==> src/hdl/hlfr_pkg.sv <==
// ----------------------------------------------------------------------------
// hlfr_pkg
// Shared types and constants for the header/length frame receiver: default
// geometry, command and register codes, phase and abort cause encodings, and
// the structs that pass configuration and results between the submodules.
// ----------------------------------------------------------------------------
package hlfr_pkg;

	// Default geometry of a frame.
	localparam int unsigned HEADER_LEN_DEF = 2;
	localparam int unsigned MAX_FRAME_DEF  = 256;

	// Field widths fixed by the stream format.
	localparam int unsigned BYTE_W    = 8;
	localparam int unsigned INDEX_W   = 12;
	localparam int unsigned LEN_W     = 16;
	localparam int unsigned TICK_W    = 16;
	localparam int unsigned SYNC_W    = 32;
	localparam int unsigned S_TDATA_W = 8;
	localparam int unsigned M_TDATA_W = 24;
	localparam int unsigned M_TUSER_W = 3;

	// Input item kinds carried on s_tuser.
	localparam logic CMD_BYTE = 1'b0;
	localparam logic CMD_TICK = 1'b1;

	// Register selects (paddr bit 2).
	localparam logic REG_SYNC    = 1'b0;
	localparam logic REG_TIMEOUT = 1'b1;

	localparam logic [TICK_W-1:0] TIMEOUT_RESET = 16'd100;

	typedef enum logic [1:0] {
		PH_HEADER  = 2'd0,
		PH_LENGTH  = 2'd1,
		PH_PAYLOAD = 2'd2
	} phase_t;

	typedef enum logic [1:0] {
		CAUSE_NONE     = 2'd0,
		CAUSE_MISMATCH = 2'd1,
		CAUSE_TIMEOUT  = 2'd2,
		CAUSE_ZERO     = 2'd3
	} cause_t;

	typedef struct packed {
		logic [SYNC_W-1:0] sync_pattern;
		logic [TICK_W-1:0] timeout_ticks;
	} cfg_t;

	typedef struct packed {
		logic [BYTE_W-1:0]  frame_byte;
		logic [INDEX_W-1:0] byte_index;
		logic               last;
		logic               aborted;
		cause_t             abort_cause;
	} result_t;

endpackage

==> src/hdl/hlfr_cfg_regs.sv <==
// ----------------------------------------------------------------------------
// hlfr_cfg_regs
// APB register bank: sync pattern at offset 0x0, timeout in ticks at 0x4.
// Writes land on the access phase; reads return the stored values.
// ----------------------------------------------------------------------------
module hlfr_cfg_regs
	import hlfr_pkg::*;
(
	input  logic        clk,
	input  logic        arst_n,
	input  logic        psel,
	input  logic        penable,
	input  logic        pwrite,
	input  logic [2:0]  paddr,
	input  logic [31:0] pwdata,
	output logic [31:0] prdata,
	output logic        pready,
	output cfg_t        cfg
);

	logic [SYNC_W-1:0] sync_pattern_q;
	logic [TICK_W-1:0] timeout_ticks_q;
	logic              wr_en;

	assign pready = 1'b1;
	assign wr_en  = psel & penable & pwrite;

	// Register writes.
	always_ff @(posedge clk or negedge arst_n) begin
		if (!arst_n) begin
			sync_pattern_q  <= '0;
			timeout_ticks_q <= TIMEOUT_RESET;
		end else if (wr_en) begin
			unique case (paddr[2])
				REG_SYNC:    sync_pattern_q  <= pwdata;
				REG_TIMEOUT: timeout_ticks_q <= pwdata[TICK_W-1:0];
				default:     sync_pattern_q  <= sync_pattern_q;
			endcase
		end
	end

	// Read data mux.
	always_comb begin
		unique case (paddr[2])
			REG_SYNC:    prdata = sync_pattern_q;
			REG_TIMEOUT: prdata = {16'd0, timeout_ticks_q};
			default:     prdata = '0;
		endcase
	end

	assign cfg.sync_pattern  = sync_pattern_q;
	assign cfg.timeout_ticks = timeout_ticks_q;

endmodule

==> src/hdl/hlfr_core.sv <==
// ----------------------------------------------------------------------------
// hlfr_core
// Frame parser state machine. Each accepted item (byte or tick) updates the
// phase, position, remaining payload, length high byte and tick counter and
// produces at most one result for the output buffer.
// ----------------------------------------------------------------------------
module hlfr_core
	import hlfr_pkg::*;
#(
	parameter int unsigned HEADER_LEN = HEADER_LEN_DEF,
	parameter int unsigned MAX_FRAME  = MAX_FRAME_DEF
) (
	input  logic              clk,
	input  logic              arst_n,
	input  cfg_t              cfg,
	input  logic              accept,
	input  logic              cmd,
	input  logic [BYTE_W-1:0] rx_byte,
	output logic              res_valid,
	output result_t           res
);

	localparam logic [INDEX_W-1:0] HDR_LEN_IDX = INDEX_W'(HEADER_LEN);
	localparam logic [LEN_W-1:0]   PAYLOAD_CAP = LEN_W'(MAX_FRAME - HEADER_LEN - 2);

	phase_t             phase_q, phase_d;
	logic [INDEX_W-1:0] position_q, position_d;
	logic [LEN_W-1:0]   payload_left_q, payload_left_d;
	logic [BYTE_W-1:0]  length_high_q, length_high_d;
	logic [TICK_W-1:0]  tick_count_q, tick_count_d;

	// Effective state: an unused phase code reads as the idle state.
	logic               ph_bad;
	phase_t             ph;
	logic [INDEX_W-1:0] pos;
	logic [LEN_W-1:0]   pl;
	logic [BYTE_W-1:0]  lh;
	logic [TICK_W-1:0]  tc;

	logic               idle_hdr;
	logic [TICK_W-1:0]  tick_inc;
	logic [TICK_W-1:0]  tick_lim;
	logic               timeout_hit;
	logic [BYTE_W-1:0]  expect_byte;
	logic               hdr_match;
	logic [INDEX_W-1:0] pos_inc;
	logic [LEN_W-1:0]   len_raw;
	logic [LEN_W-1:0]   len_clamped;

	assign ph_bad = (phase_q != PH_HEADER) && (phase_q != PH_LENGTH) &&
	                (phase_q != PH_PAYLOAD);
	assign ph     = ph_bad ? PH_HEADER : phase_q;
	assign pos    = ph_bad ? '0 : position_q;
	assign pl     = ph_bad ? '0 : payload_left_q;
	assign lh     = ph_bad ? '0 : length_high_q;
	assign tc     = ph_bad ? '0 : tick_count_q;

	// Shared datapath terms.
	assign idle_hdr    = (ph == PH_HEADER) && (pos == '0);
	assign tick_inc    = (tc != '1) ? tc + 1'b1 : tc;
	assign tick_lim    = (cfg.timeout_ticks == '0) ? TICK_W'(1) : cfg.timeout_ticks;
	assign timeout_hit = tick_inc >= tick_lim;
	assign expect_byte = cfg.sync_pattern[{pos[1:0], 3'b000} +: BYTE_W];
	assign hdr_match   = rx_byte == expect_byte;
	assign pos_inc     = pos + 1'b1;
	assign len_raw     = {lh, rx_byte};
	assign len_clamped = (len_raw > PAYLOAD_CAP) ? PAYLOAD_CAP : len_raw;

	// Next-state logic.
	always_comb begin
		phase_d        = ph;
		position_d     = pos;
		payload_left_d = pl;
		length_high_d  = lh;
		tick_count_d   = tc;
		if (accept) begin
			if (cmd == CMD_TICK) begin
				if (!idle_hdr) begin
					if (timeout_hit) begin
						phase_d        = PH_HEADER;
						position_d     = '0;
						payload_left_d = '0;
						length_high_d  = '0;
						tick_count_d   = '0;
					end else begin
						tick_count_d = tick_inc;
					end
				end
			end else begin
				unique case (ph)
					PH_HEADER: begin
						if (pos >= HDR_LEN_IDX || (!hdr_match && pos != '0)) begin
							phase_d        = PH_HEADER;
							position_d     = '0;
							payload_left_d = '0;
							length_high_d  = '0;
							tick_count_d   = '0;
						end else if (hdr_match) begin
							position_d   = pos_inc;
							tick_count_d = '0;
							if (pos_inc >= HDR_LEN_IDX) begin
								phase_d = PH_LENGTH;
							end
						end
					end
					PH_LENGTH: begin
						if (pos == HDR_LEN_IDX) begin
							length_high_d = rx_byte;
							position_d    = pos_inc;
						end else if (len_raw == '0) begin
							phase_d        = PH_HEADER;
							position_d     = '0;
							payload_left_d = '0;
							length_high_d  = '0;
							tick_count_d   = '0;
						end else begin
							payload_left_d = len_clamped;
							position_d     = pos_inc;
							phase_d        = PH_PAYLOAD;
							tick_count_d   = '0;
						end
					end
					PH_PAYLOAD: begin
						if (pl <= LEN_W'(1)) begin
							phase_d        = PH_HEADER;
							position_d     = '0;
							payload_left_d = '0;
							length_high_d  = '0;
							tick_count_d   = '0;
						end else begin
							payload_left_d = pl - 1'b1;
							position_d     = pos_inc;
						end
					end
					default: begin
						phase_d = PH_HEADER;
					end
				endcase
			end
		end
	end

	// Result logic.
	always_comb begin
		res_valid       = 1'b0;
		res.frame_byte  = '0;
		res.byte_index  = '0;
		res.last        = 1'b0;
		res.aborted     = 1'b0;
		res.abort_cause = CAUSE_NONE;
		if (accept) begin
			if (cmd == CMD_TICK) begin
				if (!idle_hdr && timeout_hit) begin
					res_valid       = 1'b1;
					res.aborted     = 1'b1;
					res.abort_cause = CAUSE_TIMEOUT;
				end
			end else begin
				unique case (ph)
					PH_HEADER: begin
						if (pos < HDR_LEN_IDX) begin
							if (hdr_match) begin
								res_valid      = 1'b1;
								res.frame_byte = rx_byte;
								res.byte_index = pos;
							end else if (pos != '0) begin
								res_valid       = 1'b1;
								res.aborted     = 1'b1;
								res.abort_cause = CAUSE_MISMATCH;
							end
						end
					end
					PH_LENGTH: begin
						res_valid = 1'b1;
						if (pos != HDR_LEN_IDX && len_raw == '0) begin
							res.aborted     = 1'b1;
							res.abort_cause = CAUSE_ZERO;
						end else begin
							res.frame_byte = rx_byte;
							res.byte_index = pos;
						end
					end
					PH_PAYLOAD: begin
						res_valid      = 1'b1;
						res.frame_byte = rx_byte;
						res.byte_index = pos;
						res.last       = pl <= LEN_W'(1);
					end
					default: begin
						res_valid = 1'b0;
					end
				endcase
			end
		end
	end

	// Parser state registers.
	always_ff @(posedge clk or negedge arst_n) begin
		if (!arst_n) begin
			phase_q        <= PH_HEADER;
			position_q     <= '0;
			payload_left_q <= '0;
			length_high_q  <= '0;
			tick_count_q   <= '0;
		end else begin
			phase_q        <= phase_d;
			position_q     <= position_d;
			payload_left_q <= payload_left_d;
			length_high_q  <= length_high_d;
			tick_count_q   <= tick_count_d;
		end
	end

endmodule

==> src/hdl/hlfr_out_buf.sv <==
// ----------------------------------------------------------------------------
// hlfr_out_buf
// Two-entry output buffer: a result register plus a skid register, so the
// parser can still hand over a result after the sink stalls.
// ----------------------------------------------------------------------------
module hlfr_out_buf
	import hlfr_pkg::*;
(
	input  logic    clk,
	input  logic    arst_n,
	input  logic    push,
	input  result_t push_data,
	output logic    in_ready,
	output logic    out_valid,
	input  logic    out_ready,
	output result_t out_data
);

	logic    out_valid_q;
	logic    skid_valid_q;
	result_t out_data_q;
	result_t skid_data_q;
	logic    pop;

	assign pop      = out_valid_q & out_ready;
	assign in_ready = ~skid_valid_q;

	// Valid flags.
	always_ff @(posedge clk or negedge arst_n) begin
		if (!arst_n) begin
			out_valid_q  <= 1'b0;
			skid_valid_q <= 1'b0;
		end else if (skid_valid_q) begin
			if (pop) begin
				skid_valid_q <= 1'b0;
			end
		end else if (push) begin
			if (out_valid_q && !pop) begin
				skid_valid_q <= 1'b1;
			end else begin
				out_valid_q <= 1'b1;
			end
		end else if (pop) begin
			out_valid_q <= 1'b0;
		end
	end

	// Payload registers.
	always_ff @(posedge clk) begin
		if (skid_valid_q) begin
			if (pop) begin
				out_data_q <= skid_data_q;
			end
		end else if (push) begin
			if (out_valid_q && !pop) begin
				skid_data_q <= push_data;
			end else begin
				out_data_q <= push_data;
			end
		end
	end

	assign out_valid = out_valid_q;
	assign out_data  = out_data_q;

endmodule

==> src/hdl/header_length_frame_receiver.sv <==
// ----------------------------------------------------------------------------
// header_length_frame_receiver
// Parses a byte stream into sync-header, length-prefixed frames, emitting
// every frame byte with its index, a last mark, and abort results.
// ----------------------------------------------------------------------------
// The receiver takes one item per clock on the s_ stream, while s_tready is
// high: a received byte or a time tick, chosen by s_tuser. Each item is parsed
// in the cycle it is taken; its result, if any, is registered in the output
// buffer before it appears on the m_ stream. The two-entry buffer lets input
// keep flowing after the sink stalls; s_tready drops only while both entries
// are full. A frame is HEADER_LEN sync bytes matched against sync_pattern
// (first byte in the low octet), a big-endian 16-bit length clamped to
// MAX_FRAME - HEADER_LEN - 2, then the payload; the final payload byte carries
// m_tlast. The user must write configuration registers over APB only while
// the stream is idle; the block itself does not enforce this.
module header_length_frame_receiver
	import hlfr_pkg::*;
#(
	parameter int unsigned HEADER_LEN = HEADER_LEN_DEF,
	parameter int unsigned MAX_FRAME  = MAX_FRAME_DEF
) (
	input  logic                 clk,
	input  logic                 arst_n,
	// APB configuration port.
	input  logic                 psel,
	input  logic                 penable,
	input  logic                 pwrite,
	input  logic [2:0]           paddr,
	input  logic [31:0]          pwdata,
	output logic [31:0]          prdata,
	output logic                 pready,
	// Input stream.
	input  logic                 s_tvalid,
	output logic                 s_tready,
	input  logic [S_TDATA_W-1:0] s_tdata,  // [7:0] rx_byte
	input  logic                 s_tuser,  // [0] cmd
	// Output stream.
	output logic                 m_tvalid,
	input  logic                 m_tready,
	output logic [M_TDATA_W-1:0] m_tdata,  // [7:0] frame_byte, [19:8] byte_index
	output logic [M_TUSER_W-1:0] m_tuser,  // [0] aborted, [2:1] abort_cause
	output logic                 m_tlast   // last
);

	cfg_t    cfg;
	logic    accept;
	logic    res_valid;
	result_t res;
	result_t out_res;

	hlfr_cfg_regs u_cfg_regs (
		.clk     (clk),
		.arst_n  (arst_n),
		.psel    (psel),
		.penable (penable),
		.pwrite  (pwrite),
		.paddr   (paddr),
		.pwdata  (pwdata),
		.prdata  (prdata),
		.pready  (pready),
		.cfg     (cfg)
	);

	assign accept = s_tvalid & s_tready;

	hlfr_core #(
		.HEADER_LEN (HEADER_LEN),
		.MAX_FRAME  (MAX_FRAME)
	) u_core (
		.clk       (clk),
		.arst_n    (arst_n),
		.cfg       (cfg),
		.accept    (accept),
		.cmd       (s_tuser),
		.rx_byte   (s_tdata),
		.res_valid (res_valid),
		.res       (res)
	);

	hlfr_out_buf u_out_buf (
		.clk       (clk),
		.arst_n    (arst_n),
		.push      (res_valid),
		.push_data (res),
		.in_ready  (s_tready),
		.out_valid (m_tvalid),
		.out_ready (m_tready),
		.out_data  (out_res)
	);

	// Pack the result onto the output stream.
	assign m_tdata = {4'd0, out_res.byte_index, out_res.frame_byte};
	assign m_tuser = {out_res.abort_cause, out_res.aborted};
	assign m_tlast = out_res.last;

endmodule
==> config.mk <==
export PLATFORM = sky130hd
export DESIGN_NAME = header_length_frame_receiver
export DESIGN_NICKNAME = d
export VERILOG_FILES = /design/src/hdl/hlfr_pkg.sv /design/src/hdl/hlfr_cfg_regs.sv /design/src/hdl/hlfr_core.sv /design/src/hdl/hlfr_out_buf.sv /design/src/hdl/header_length_frame_receiver.sv
export SDC_FILE = /design/constraint.sdc
export NUM_CORES = 1
export LEC_CHECK = 0
export ABC_CLOCK_PERIOD_IN_PS = 6130
export BUFFER_PORTS_ARGS = -buffer_cell sky130_fd_sc_hd__buf_2
export CORE_ASPECT_RATIO = 1.1
export CORE_UTILIZATION = 53
export DETAILED_ROUTE_END_ITERATION = 16
export HOLD_SLACK_MARGIN = 0.02
export PLACE_DENSITY = 0.77
export SYNTH_ARGS = -nofsm -noshare
export SYNTH_HDL_FRONTEND = slang
export SYNTH_SLANG_ARGS = --single-unit
export TNS_END_PERCENT = 1
==> constraint.sdc <==
create_clock -name clk -period 6.13 [get_ports clk]
set_input_delay 0.613 -clock clk [delete_from_list [all_inputs] [get_ports clk]]
set_output_delay 0.613 -clock clk [all_outputs]
set_load 0.05 [all_outputs]
==> results.md <==
* Routed length per instance at roughly 19 um
* CP Depth at 21
* Cell area after synthesis at 9190 um2
* GPL Wtd Cong at between 0.9 and 1
* Via count of the first global-routing pass at between 7000 and 8000
* Die height at about 140 um
* Yosys top cell by area: dfrtp_1
* Adder-Cell Fraction of Synth Area at 0.0368
* N_diodes at 0
* Clock-pin slew on the worst setup and hold paths at roughly 0.070 ns
* Power, Total at roughly 2800 uW
* CP required at around 6.2 ns
* Top post-synthesis cells by area: dfrtp_1 27%, edfxtp_1 16%, mux2_2 7.7%, ha_1 3.7%, nor2_1 3.2%
* Final hold viol count at 0
* Max Slew Vio Count at 0
* Synth top cells by count: 101 x dfrtp_1, 78 x nor2_1, 65 x nand2_1, 63 x mux2_2, 58 x o21ai_0
* Crit-path leading delay family: simple AND/OR/NAND/NOR gates
* Post-DRT Antenna Nets at 0
* HP Class: in2async
* Max-Cap Viols at 0
* Clock sinks at roughly 150
* CP Cell Sequence: ha_2 -> inv_1 -> nand2_1 -> inv_1 -> ha_1 -> and2_1 -> nand4_1 -> nor2b_1 -> nor2_1 -> nand3_1 -> xor2_1 -> nor2_1 -> ha_1 -> nand3_1 -> or3_1 -> a211oi_1 -> o21ai_0 -> nor2_1 -> o21ai_0 -> a22oi_2 -> buf_4
* Clk_lat worst skew at ~0.44 ns
* Setup TNS Final at 0 ns
* Core area at ~17000 um2
* Hold Buf Count CTS at 0
* Worst Setup Start Kind: flip-flop
* CP Data Arrival Time at roughly 5.8 ns
* Synth Area in Compound Gates at 0.192
* Max transition margin at 0.335
* Worst slew pin tran at 0.993 ns
* Peak VDD IR at ~0.26 mV
* Tot GR Track Use at 0.279
* Die Wd at around 130 um
* CP peak stage delay at 0.53 ns
* DR WL met3 at between 1500 and 2000 um
* CP startpoint: u_core.phase_q[0]
* Synth Area per Inst at roughly 10 um2
* # DRC at 0
* Final Critical Period at roughly 5.6 ns
* Post-synthesis mux area share at 0.0893
* Worst path slowest cell: a211oi_1
* Hold_ws at about 0.21 ns
* Post-DP HPWL at roughly 17000 um
* Top-area cell type share of the netlist area at 0.275
* Root buffer cell: clkbuf_16
* Most frequent cell after synthesis: dfrtp_1
* Critical Path End Type: flip-flop
* Static Leakage at 0.00455 uW
* Initial Utilization at 0.540
* First-pass GRT wire length at ~39000 um
* Num CTS Buffers at 17
* H-tree levels at 4
* # port buffers at ~110
* FF-to-FF setup slack at 0.48 ns
* Metal2 WL at 11400 um
* Vias at 7805
* Register area at just over 4000 um2
* CTS tree: yes
* Setup Fix Bufs, Post-CTS at 0
* Nets at between 1000 and 1500
* Status: finished, final reports clean
* Critical R2R Capture: u_out_buf.out_data[23]
* Cells after synthesis at 942
* DRT Pass-1 Iters at 7
* Post-synthesis simple-gate area fraction at 0.171
* Core Util, Final at 0.614
* Final Instance Area at 10400 um2
* Syn-to-layout area delta at 13.7%
* Netlist cell types at 80
* R2R depth at 21
* Top_reg_cell synth: dfrtp_1
* Register area share after synthesis at 0.440
* Critical path's most frequent cell: nor2_1
* Worst-path maximum fanout at 24
* Multi-input gate area at between 4000 and 5000 um2
* Largest family of logic cells by synthesized area: compound AO/OA/AOI/OAI gates
* Number of flops mapped to enable cells by yosys at 48
* FMAX at around 0.18 GHz
* Layout fillers at 1451
* Xor/xnor share of the synthesized area at 0.0162
* Share of cells above drive strength 1 at 0.229
* Pin count of the biggest net entering global routing at 56
* Worst reg2reg path startpoint: u_core.phase_q[0]
* Period utilization at 0.922
* YS warnings at 0
* Top sig layer: met5
* Ports at roughly 110
* WP buf/inv at 3
* Final WL at around 24000 um
* PwrDens at between 200 and 300 nW/um2
* FFs w/ async S/R, synth at 0.684
* Post-CTS resize count at 0
* RSZ-0062 raised after global routing: no
* Clock skew at 0.0105 ns
* Drt via density at just over 6
* Initial DRC Count at 880
* Initial antenna violation count at 1
* Wl on met1 at 10200 um
* Kind of critical path: reg2reg
* Final setup fails at 0
* Seq cells post-synth at around 150
* Site Rows at 50
* CTS max path bufs at 2
* Die area at approximately 18000 um2
* Aggregate global routing overflow at 0
* Placed inst area at around 10000 um2
-- layout by cell type (no fill, tap or decap), drive strengths merged, types with 5 or more instances in the layout --
cell type	count
buf	118
dfrtp	101
nor2	78
nand2	65
inv	65
mux2	64
o21ai	59
edfxtp	48
a21oi	40
nor2b	32
a21o	28
ha	27
nand3	20
clkbuf	18
nor4	18
nor3	14
a22o	14
nand2b	13
and2	12
nand4	11
a211oi	11
o31ai	11
nor3b	11
mux2i	10
o211ai	10
and3	9
xor2	9
o22ai	9
xnor2	8
a31oi	8
o2bb2ai	8
o311ai	7
o221ai	6
a22oi	6
or2	5
conb	5
-- sequential cells by signal (all words and copies together) (netlist names) --
register                    cells
u_out_buf.out_valid             1
u_out_buf.skid_valid_q          1
u_core.position_q              12
u_core.tick_count_q            16
u_cfg_regs.sync_pattern_q      32
u_core.phase_q                  2
u_core.length_high_q            8
u_out_buf.skid_data_q          24
u_out_buf.out_data             24
u_cfg_regs.timeout_ticks_q     16
u_core.payload_left_q          16
-- routing by layer --
layer	GRT usage	vias up
met3	0.0569	58
met5	0	-
met1	0.374	3775
met2	0.439	333
li1	-	3637
met4	0.122	2
-- worst max-delay path by stage --
stage                                end  slack (ns)
2_1_floorplan      u_out_buf.out_data[0]        0.28
3_3_place_gp   u_out_buf.skid_data_q[19]        0.76
3_5_place_dp      u_out_buf.out_data[21]        0.60
4_1_cts           u_out_buf.out_data[23]        0.55
5_1_grt         u_out_buf.skid_data_q[3]        0.01
6_report          u_out_buf.out_data[23]        0.48
-- report_power, final --
| part | total (uW) | internal [uW] | switching [uW] |
|---|---|---|---|
| Clock | 1040 | 575 | 463 |
| Sequential | 1210 | 1120 | 84.9 |
| Combinational | 514 | 187 | 327 |
-- metrics by stage --
| stage | std cells | worst slack, ns |
|---|---|---|
| floorplan | 945 | 0.275 |
| global placement | 1242 | 0.760 |
| detailed placement | 1242 | 0.598 |
| CTS | 1274 | 0.550 |
| global route | 1274 | 0.0106 |
| finish | 1274 | 0.481 |
-- cells by family (layout without fill, tap and decap cells) --
family                     count (synthesis)  in the layout
AOI/OAI and AO/OA                        255            255
xor gates and xnor gates                  17             17
adders and majority gates                 27             27
buffers and inverters                    112            207
DFF                                      152            152
muxes                                     74             74
other                                      2              5
and+or+nand+nor                          303            303
-- layout make-up --
type,instances,area share
Multi-Input combinational cell,681,0.449
Sequential cell,152,0.387
Timing Repair Buffer,118,0.0596
Clock buffer,18,0.0411
Tap cell,234,0.0280
Inverter,57,0.0205
Clock inverter,14,0.0146
Note: power is estimated with default switching activity, not from simulation.
